===== src/hw/rtl/lpm_pkg.sv =====
// Package for the longest-prefix-match routing table.
// Holds the table size, the request type that moves down the cell chain and the operation codes.
// No dependencies.
`timescale 1ns / 1ps
`default_nettype none

package lpm_pkg;

	localparam int TABLE_ENTRIES = 64;

	// Width of a slot index inside the chain; never narrower than the entry_index field.
	localparam int IDX_W = (TABLE_ENTRIES > 64) ? $clog2(TABLE_ENTRIES) : 6;

	localparam int IN_DATA_W  = 136;
	localparam int OUT_DATA_W = 32;

	typedef enum logic {
		FUNC_WRITE  = 1'b0,
		FUNC_LOOKUP = 1'b1
	} func_t;

	typedef struct packed {
		func_t            func;
		logic [IDX_W-1:0] entry_index;
		logic             entry_valid;
		logic [31:0]      net_address;
		logic [31:0]      subnet_mask;
		logic [31:0]      next_hop;
		logic [31:0]      dest_address;
		logic [31:0]      best_mask;
		logic [31:0]      best_hop;
		logic             found;
	} lpm_req_t;

endpackage

`default_nettype wire


===== src/hw/rtl/lpm_cell.sv =====
// One cell of the routing table chain: holds a single table slot and one pipeline stage.
// A write stores into the slot when its index matches; a lookup updates the running best match.
// Depends on lpm_pkg.
`timescale 1ns / 1ps
`default_nettype none

module lpm_cell
	import lpm_pkg::*;
(
	input  wire logic             clk,
	input  wire logic             arst_n,
	input  wire logic             advance,
	input  wire logic [IDX_W-1:0] cell_id,
	input  wire logic             in_valid,
	input  wire lpm_req_t         in_req,
	output logic                  out_valid,
	output lpm_req_t              out_req
);

	logic        ent_valid_q;
	logic [31:0] net_q;
	logic [31:0] mask_q;
	logic [31:0] hop_q;

	logic     valid_s1;
	lpm_req_t req_s1;

	logic     hit_write;
	logic     win;
	lpm_req_t next_req;

	assign hit_write = in_valid && (in_req.func == FUNC_WRITE) && (in_req.entry_index == cell_id);

	// Strictly greater mask wins, so an earlier slot keeps a tie and a zero mask never wins.
	assign win = ent_valid_q && (in_req.func == FUNC_LOOKUP)
		&& ((in_req.dest_address & mask_q) == net_q)
		&& (mask_q > in_req.best_mask);

	always_comb begin
		next_req = in_req;
		if (win) begin
			next_req.best_mask = mask_q;
			next_req.best_hop  = hop_q;
			next_req.found     = 1'b1;
		end
	end

	always_ff @(posedge clk or negedge arst_n) begin
		if (!arst_n) begin
			ent_valid_q <= 1'b0;
			valid_s1    <= 1'b0;
		end else if (advance) begin
			valid_s1 <= in_valid;
			if (hit_write) begin
				ent_valid_q <= in_req.entry_valid;
			end
		end
	end

	always_ff @(posedge clk) begin
		if (advance) begin
			req_s1 <= next_req;
			// Removing a slot leaves its contents untouched.
			if (hit_write && in_req.entry_valid) begin
				net_q  <= in_req.net_address;
				mask_q <= in_req.subnet_mask;
				hop_q  <= in_req.next_hop;
			end
		end
	end

	assign out_valid = valid_s1;
	assign out_req   = req_s1;

endmodule

`default_nettype wire


===== config.mk =====
export PLATFORM = sky130hd
export DESIGN_NAME = lpm_cell
export DESIGN_NICKNAME = d
export VERILOG_FILES = /design/src/hw/rtl/lpm_pkg.sv /design/src/hw/rtl/lpm_cell.sv
export SDC_FILE = /design/constraint.sdc
export NUM_CORES = 1
export LEC_CHECK = 0
export ABC_AREA = 0
export BUFFER_PORTS_ARGS = -buffer_cell sky130_fd_sc_hd__buf_2
export CAP_MARGIN = 25
export CORE_MARGIN = 2
export CORE_UTILIZATION = 40
export CTS_CLUSTER_SIZE = 30
export DETAILED_ROUTE_END_ITERATION = 8
export PLACE_DENSITY = 0.65
export SETUP_SLACK_MARGIN = 0.4
export SYNTH_ARGS = -nofsm -noshare
export SYNTH_HDL_FRONTEND = slang
export SYNTH_SLANG_ARGS = --single-unit

===== constraint.sdc =====
create_clock -name clk -period 5.3 [get_ports clk]
set_input_delay 0 -clock clk [delete_from_list [all_inputs] [get_ports clk]]
set_output_delay 0 -clock clk [all_outputs]
set_load 0.01 [all_outputs]

==> results of run 1 <==
-- worst max-delay path, delay by kind of cell, from the launching register on --
family	cells	cell delay [ns]
AOI/OAI and AO/OA	3	0.93
adders and majority gates	1	0.33
muxes	1	0.36
buffers and inverters	1	0.37
and+or+nand+nor	2	0.80
DFF	1	0.42
-- cells by family after synthesis --
family / count (synthesis) / share of synthesized area (%)
xor gates and xnor gates: 38 / 2.940
buffers and inverters: 41 / 1.735
adders and majority gates: 32 / 3.536
AOI/OAI and AO/OA: 26 / 1.437
DFF: 299 / 79.21
muxes: 64 / 7.990
and+or+nand+nor: 74 / 3.150
-- report_power, final --
part           switching, uW  internal [uW]
logic                    270            282
clock network            876           1120
registers               34.3           2740
total                   1180           4140
-- layer usage --
metal	part of all wire [%]	vias up	wire, microns
li1	-	3504	-
met1	39	3658	12450
met2	52	306	16690
met3	6.6	65	2119
met4	3.3	0	1060
met5	0	-	0
-- timing repair --
item,CTS,global route
setup buffers,0,0
hold endpoints to repair,323,0
hold buffers,206,0
-- final timing paths --
kind                                         start                       to  slack, ns  cells after the start
setup / recovery              mask_q[11]$_DFFE_PP_     out_req[4]$_DFFE_PP_       1.77                      8
setup reg to reg              mask_q[11]$_DFFE_PP_     out_req[4]$_DFFE_PP_       1.77                      8
hold reg to reg            ent_valid_q$_DFFE_PN0P_  ent_valid_q$_DFFE_PN0P_       0.48                      1
hold / removal                             advance   out_req[154]$_DFFE_PP_       0.11                      1
min in group asynchronous                   arst_n  ent_valid_q$_DFFE_PN0P_       0.38                      3
max in group asynchronous                   arst_n    out_valid$_DFFE_PN0P_       4.80                      3
-- layout make-up --
type / count / area, sq um
timing repair buffer: 624 / 4190
sequential: 299 / 8969
clock buffer: 42 / 817.0
multi-input combinational: 234 / 2182
antenna: 2 / 5.005
clock inverter: 12 / 88.84
fill: 2047 / 11010
inverter: 34 / 127.6
tap: 378 / 473.0
-- registers in the layout (all words and copies together) (netlist names) --
register	cells
ent_valid_q	1
hop_q	32
mask_q	32
net_q	32
out_req	201
out_valid	1
-- cell usage after synthesis --
master,instances
edfxtp_1,297
mux2_4,49
nand2_1,40
xor2_1,35
inv_1,34
ha_1,32
mux2_1,15
nand4_1,13
a21oi_1,12
buf_6,5
a21o_1,4
nand3_1,4
nor3_1,4
nor2_1,3
o21ai_0,3
xnor2_1,3
and4_1,2
dfrtp_1,2
nand2b_1,2
nor2b_1,2
nor4_1,2
a2111o_1,1
a221o_1,1
a221oi_1,1
a31oi_1,1
buf_2,1
buf_4,1
o2111ai_1,1
o211ai_1,1
o21ai_1,1
or4_1,1
or4bb_1,1
-- stage by stage --
step           util [%]  instance area, sq um  std cells  total power, uW
6_report          60.49                 16850       1625             5325
5_1_grt           60.49                 16850       1625             5501
4_1_cts           60.48                 16850       1623             5358
3_5_place_dp      49.82                 13880       1363             3246
3_3_place_gp      49.82                 13880       1363             3241
2_1_floorplan         -                 11320        574             2964
-- layout by cell type, fill, tap and decap left out, drive strengths merged, types with 8 or more instances in the layout --
master       Yosys  final
nand4           13     13
dlygate4sd3      0    206
nand2           40     40
clkinv           0      8
ha              32     32
edfxtp         297    297
xor2            35     35
inv             34     35
buf              7    417
a21oi           12     12
mux2            64     64
clkbuf           0     43
==> results.txt, run 1 <==
The number of setup violations in the final report is 0. The worst pin sits at a relative slew slack of 31.09%. The sum of routed wire length over all layers came out at 32.32 mm. The critical path is of the flop to flop type. The height of the die came out at 172.2 microns. The netlist area before placement is 11,320 sq um. The clock slew at the register clock pins of the worst setup and hold paths came out at 0.06 ns.

For this run, design rule violations remaining after detail routing come to 0. The fmax came out at 282.9 MHz. The number of H-tree levels is 1.

Summed over all instances, the cell type with the most area after synthesis is edfxtp_1. In this run, the number of DRC markers left after iteration 0 of detailed routing was 438. The number of antenna violations at the first check in global routing is 2. Data on the critical path arrives at its endpoint at 3.83 ns. The largest fanout on the critical path came out at 38. For met1 alone, demand over resource in global routing was 23.97%.

met2 is the most crowded layer. The placeable core region is 27,860 sq um. The met2 track utilization from global routing is 37.47%.

The number of input and output port buffers inserted is 412. Yosys attributes the largest share of cell area to edfxtp_1, mux2_4, ha_1. The routability congestion estimate from global placement is 0.8212.

The number of library cell types mapped by synthesis came out at 32. The met3 track demand over resource in global routing is 4.921%. The die area is 29,670 sq um. Once the clock tree was built, the resizer swapped 0 gates to a different size. Walking the worst path, the cells encountered are ha_1 > nand4_1 > or4_1 > a21o_1 > a31oi_1 > o2111ai_4 > buf_12 > mux2_1. After synthesis the netlist holds a flip-flop and latch count of 299. The fraction of the yosys area taken by sequential cells came out at 79.21%. In the final routed layout, each cell accounts on average for 19.89 microns. The via count is 7,533.

The area fraction of the dominant cell type after synthesis is 78.77%. The worst setup path is launched from a flop. The maximum clock skew at final layout is 0.01202 ns.

The TritonCTS clock tree is yes. The floorplan has 61 rows. The synthesized area per cell is 19.72 sq um. After layout, the worst setup slack is 1.765 ns.

The maximum VDD drop is 0.3408 mV. Clock tree synthesis selected as its root buffer the cell clkbuf_16. The category of the worst setup path capture point is a flop. The total power per unit cell area came out at 316.0 nW/um^2. The classification of the worst-slack hold path is input pin to flop. In the final timing run, aggregate negative setup slack is 0 ns.

The final layout contains 1,466 nets. The worst hold slack after final layout is 0.1070 ns. The number of max-slew violations in the final report came out at 0. On the worst path, the slowest cell contributes a delay of 0.64 ns. In this run the remaining antenna-violating nets after routing total 0.

The horizontal die dimension is 172.2 microns. The first-pass GRT wire length is 45.35 mm. The static leakage is 0.007096 uW. The via count of the first global-routing pass is 7,884. The run finished with clean final reports.

The clock sink total came out at 299. The post-route clock period utilization is 66.70%. The final global-route overflow total is 0. Pin placement for this block handled 413 I/O pins.

The area added between synthesis and finish came out at 48.85%. For the worst setup path, the data required time is 5.59 ns. The number of buffers inserted during clock tree synthesis is 30. The number of synthesis warnings came out at 0.

The number of iterations in the first detailed-routing pass is 5. The gate count after technology mapping came out at 574. The time the final worst path needs with I/O delays and setup is 3.535 ns. OpenSTA, run right after detailed placement, puts the worst setup slack at 1.762 ns. The count of endpoints failing hold in the final timing report came out at 0. Of the cells placed in the final design, the portion with a size suffix greater than 1 is 40.80%. The transition at the pin with the smallest max-transition slack is 1.034 ns. Across the run, the number of max-cap violations was 0. The ratio of routed vias to standard cells is 4.636. The cell with the biggest individual delay on the critical path is or4_1. The longest clock path from root to sink contains 3 buffers. The initial utilization of the core area, before any placement, comes to 40.64%. Setup repair after global routing left no endpoint under its margin.

The global-route usage over all layers came out at 20.74%. The largest net degree at the start of global routing is 84. The post-detailed-placement half-perimeter wirelength came out at 21.46 mm. The clock network latency to the later pin of the worst-skew pair is 0.55 ns. The post-synthesis net count came out at 817.
Power figures use the tool's default switching activity.
==> run 2: changes to the inputs <==
ABC_AREA = 1   (was 0)
clock period = 3.4 ns   (was 5.3 ns; I/O delays follow)
==> run 2 against run 1 <==
  * Sequential cell count stayed put
  * Synthesized cell count rose by 44%
  * Register-to-register slack worse by 1.1 ns
  * Combinational power is 58% higher
  * Total power increased by 59%
  * Global-route usage grew 0.26 points
  * Die area is 2.2% higher
  * Routed wire length increased by 1.9%
  * Critical path type unchanged
  * Critical endpoint is now out_req[45]$_DFFE_PP_
==> results.txt, run 2 <==
The average wire length per cell after detail routing came out at 17.54 microns (was 19.89 microns). The number of synthesis warnings came out at 0 (unchanged). The number of input and output port buffers inserted is 412 (unchanged). The internal power of the cells is 6542 uW (was 4145 uW). The placeable core region is 28,630 sq um (was 27,860 sq um). The global-route usage over all layers is 21.00% (was 20.74%).

The ratio of routed vias to standard cells came out at 4.689 (was 4.636). The netlist area before placement came out at 11,580 sq um (was 11,320 sq um). The count of pins on the block boundary is 413 (unchanged).

The height of the die came out at 174.1 microns (was 172.2 microns). The horizontal die dimension is 174.1 microns (was 172.2 microns). The number of antenna violations at the first check in global routing is 0 (was 2). The combined area of the multi-input logic cells is 2252 sq um (was 2182 sq um).

The static leakage is 0.007457 uW (was 0.007096 uW). The endpoint of the lowest-slack register-to-register path is out_req[45]$_DFFE_PP_ (was out_req[4]$_DFFE_PP_). The peak per-stage delay on the critical path is 0.49 ns (was 0.64 ns). The cell depth of the worst min-delay path came to 2 (was 1).

The number of iterations in the first detailed-routing pass came out at 6 (was 5). The worst-case clock buffer depth was 3 (unchanged). The count of endpoints failing hold in the final timing report came out at 0 (unchanged). The first-pass GRT wire length is 48.76 mm (was 45.35 mm). The number of nets in the finished design was 1,712 (was 1,466). The clock slew at the register clock pins of the worst setup and hold paths came out at 0.07 ns (was 0.06 ns).

The sequential cell area came out at 8969 sq um (unchanged). The number of flip-flops in the largest register is 201 (unchanged). The total negative setup slack came out at 0 ns (unchanged). The hold-fix buffer count after cts is 207 (was 206). The prevailing post-synth register cell was edfxtp_1 (unchanged).

The number of flops mapped to enable cells by yosys came out at 297 (unchanged). The post-synthesis net count came to 1,071 (was 817). The transition at the pin with the smallest max-transition slack came out at 0.6204 ns (was 1.034 ns). Cell chain of the critical path: ha_1 > nand2_1 > inv_1 > nor2_1 > o21ai_0 > a21oi_1 > nand2_1 > nand2_1 > nand2_4 > buf_4 > nand3_1 > nand2_1 (was ha_1 > nand4_1 > or4_1 > a21o_1 > a31oi_1 > o2111ai_4 > buf_12 > mux2_1). The clock sink total is 299 (unchanged). The final core utilization came out at 59.89% (was 60.49%). The switching power as a share of total power came out at 22.63% (was 22.17%). The post-detailed-placement half-perimeter wirelength came to 21.14 mm (was 21.46 mm). The area fraction of the dominant cell type after synthesis is 77.03% (was 78.77%). The worst path arrival time came out at 3.17 ns (was 3.83 ns). The final global-route overflow total came out at 0 (unchanged). The category of the worst setup path capture point is a flop (unchanged). The largest fanout on the critical path is 37 (was 38). The count of unresolved DRC violations after routing came out at 0 (unchanged). The count of filler cells inserted in the layout is 2,204 (was 2,047). The classification of the worst-slack hold path is input pin to flop (unchanged). The number of setup violations in the final report came out at 0 (unchanged). The worst-case hold path end point is out_req[185]$_DFFE_PP_ (was out_req[154]$_DFFE_PP_).

The fraction of power consumed by sequential logic is 51.1% (was 52.2%). The cell chosen for the clock root is clkbuf_16 (unchanged). The number of max-slew violations in the final report is 0 (unchanged). The DRC marker count from the first detailed-route iteration came to 434 (was 438).

The number of routed nets with antenna violations is 0 (unchanged). The critical path class was flop to flop (unchanged). The total power per unit cell area was 493.3 nW/um^2 (was 316.0 nW/um^2).

The number of buffers inserted during clock tree synthesis came out at 31 (was 30). Result of the run: completed (unchanged). The fraction of the yosys area taken by sequential cells is 77.47% (was 79.21%). The gate count after technology mapping came out at 828 (was 574). The number of gates given a new drive strength after cts is 0 (unchanged). The number of buffers inserted to repair setup after CTS is 0 (unchanged). The number of library cell types mapped by synthesis came out at 24 (was 32).

The combinational share of power is 10.3% (was 10.4%). The share of layout cells above drive strength 1 is 31.82% (was 40.80%). The fmax is 363.2 MHz (was 282.9 MHz). The net switching power figure came to 1913 uW (was 1180 uW). The row count was 62 (was 61). The synthesized area per cell is 13.98 sq um (was 19.72 sq um). The cell that appears most often on the critical path is nand2_1.

The number of diodes added for antenna fixing came to 0 (was 2). The number of H-tree levels is 1 (unchanged). The beginning of the worst register-to-register path is mask_q[9]$_DFFE_PP_ (was mask_q[11]$_DFFE_PP_). The required arrival time at the worst endpoint is 3.82 ns (was 5.59 ns). The starting density of the core came to 40.44% (was 40.64%). The worst reg-to-reg setup slack is 0.65 ns (was 1.77 ns). The TritonCTS clock tree was yes (unchanged).

The clock network latency to the later pin of the worst-skew pair came out at 0.56 ns (was 0.55 ns). The via count of the first global-routing pass is 8,974 (was 7,884). The area added between synthesis and finish came out at 48.07% (was 48.85%). The largest net degree at the start of global routing is 107 (was 84).

The startpoint of the worst hold path is in_req[185] (was advance). The cell count of the worst reg-to-reg path came to 12 (was 8). The maximum VDD drop is 0.5737 mV (was 0.3408 mV). The cell taking the most area after synthesis is edfxtp_1 (unchanged). The library cell with the highest instance count after synthesis is edfxtp_1 (unchanged). Synth top area cells: edfxtp_1, nand2_1, nand3_1 (was edfxtp_1, mux2_4, ha_1). The maximum clock skew at final layout came out at 0.02566 ns (was 0.01202 ns). The die area is 30,320 sq um (was 29,670 sq um).

The kind of launch point of the worst setup path was a flop (unchanged). The clock network fraction of total power came out at 38.6% (was 37.5%). The share of async-settable or async-resettable flops after synthesis is 0.6689% (unchanged). The worst hold slack after final layout is 0.1598 ns (was 0.1070 ns). The most common library cell in the layout ignoring fill and taps is buf_2 (unchanged). The max-cap check violation count was 0 (unchanged).

The time the final worst path needs with I/O delays and setup came out at 2.753 ns (was 3.535 ns). The sum of routed wire length over all layers came out at 32.93 mm (was 32.32 mm). The routability congestion estimate from global placement is 0.7857 (was 0.8212).

The number of synthesized register bits is 299 (unchanged). Most used standard cells in the synthesized netlist: edfxtp_1, nand2_1, nand3_1 (was edfxtp_1, mux2_4, nand2_1). The cell with the biggest individual delay on the critical path is buf_4 (was or4_1). The post-route clock period utilization is 80.98% (was 66.70%). RSZ-0062 raised after global routing: no (unchanged). Commonest cells after routing, fill and taps aside: buf_2, edfxtp_1, nand2_1 (was buf_2, edfxtp_1, dlygate4sd3_1).

The relative slew slack came out at 58.64% (was 31.09%). The via count was 8,801 (was 7,533).
[run 2: cells by family after synthesis]
kind of cell / count (synthesis) / synth area share [%]
simple gates: 382 / 13.66
xor+xnor: 8 / 0.6052
mux: 1 / 0.09726
compound gates: 31 / 1.426
fa+ha+maj: 32 / 3.458
flops: 299 / 77.47
buf+inv: 75 / 3.285
[run 2: worst max path at each step]
| stage | cells past startpoint | slack [ns] | start | end |
|---|---|---|---|---|
| final | 12 | 0.65 | mask_q[9]$_DFFE_PP_ | out_req[45]$_DFFE_PP_ |
| after global routing | 13 | 0.42 | mask_q[9]$_DFFE_PP_ | out_req[50]$_DFFE_PP_ |
| after CTS | 12 | 0.65 | mask_q[9]$_DFFE_PP_ | out_req[45]$_DFFE_PP_ |
| after detailed placement | 12 | 0.72 | mask_q[9]$_DFFE_PP_ | out_req[0]$_SDFFCE_PP1P_ |
| after global placement | 12 | 0.72 | mask_q[9]$_DFFE_PP_ | out_req[0]$_SDFFCE_PP1P_ |
| after floorplan | 4 | 0.93 | cell_id[0] | hop_q[0]$_DFFE_PP_ |
[run 2: layer usage]
layer,part of all wire [%],GRT usage [%],up-vias
met5,0,0,-
met4,3.8,8.894,0
met3,6.7,4.331,78
met2,52,38.01,358
met1,38,24.14,4170
li1,-,-,4195
[run 2: stage by stage]
step	cells	setup slack (ns)	instance area (sq um)	power, uW
after global placement	1612	0.7172	14070	5050
after CTS	1876	0.6478	17120	8509
after global routing	1877	0.4244	17140	8723
after detailed placement	1612	0.7213	14070	5062
final	1877	0.6465	17140	8456
after floorplan	828	0.9325	11580	4622
[run 2: area by class of cell]
type	count	area share [%]
Multi-Input combinational cell	454	13.14
Tap cell	384	2.803
Clock inverter	18	0.9926
Inverter	54	1.182
Clock buffer	39	4.700
Timing Repair Buffer	629	24.87
Sequential cell	299	52.32
[run 2: worst max-delay path: cells and delay by family (launching register included)]
kind            cells  cell delay (ns)
flops               1             0.44
simple gates        7             0.93
fa+ha+maj           1             0.33
compound gates      2             0.33
buf+inv             2             0.54
[run 2: power by group through the flow]
stage               Sequential, uW  Clock [uW]  Combinational, uW
floorplan                     4520           0                105
global placement              4390           0                658
detailed placement            4400           0                665
CTS                           4320        3330                857
global route                  4340        3450                933
finish                        4320        3260                870
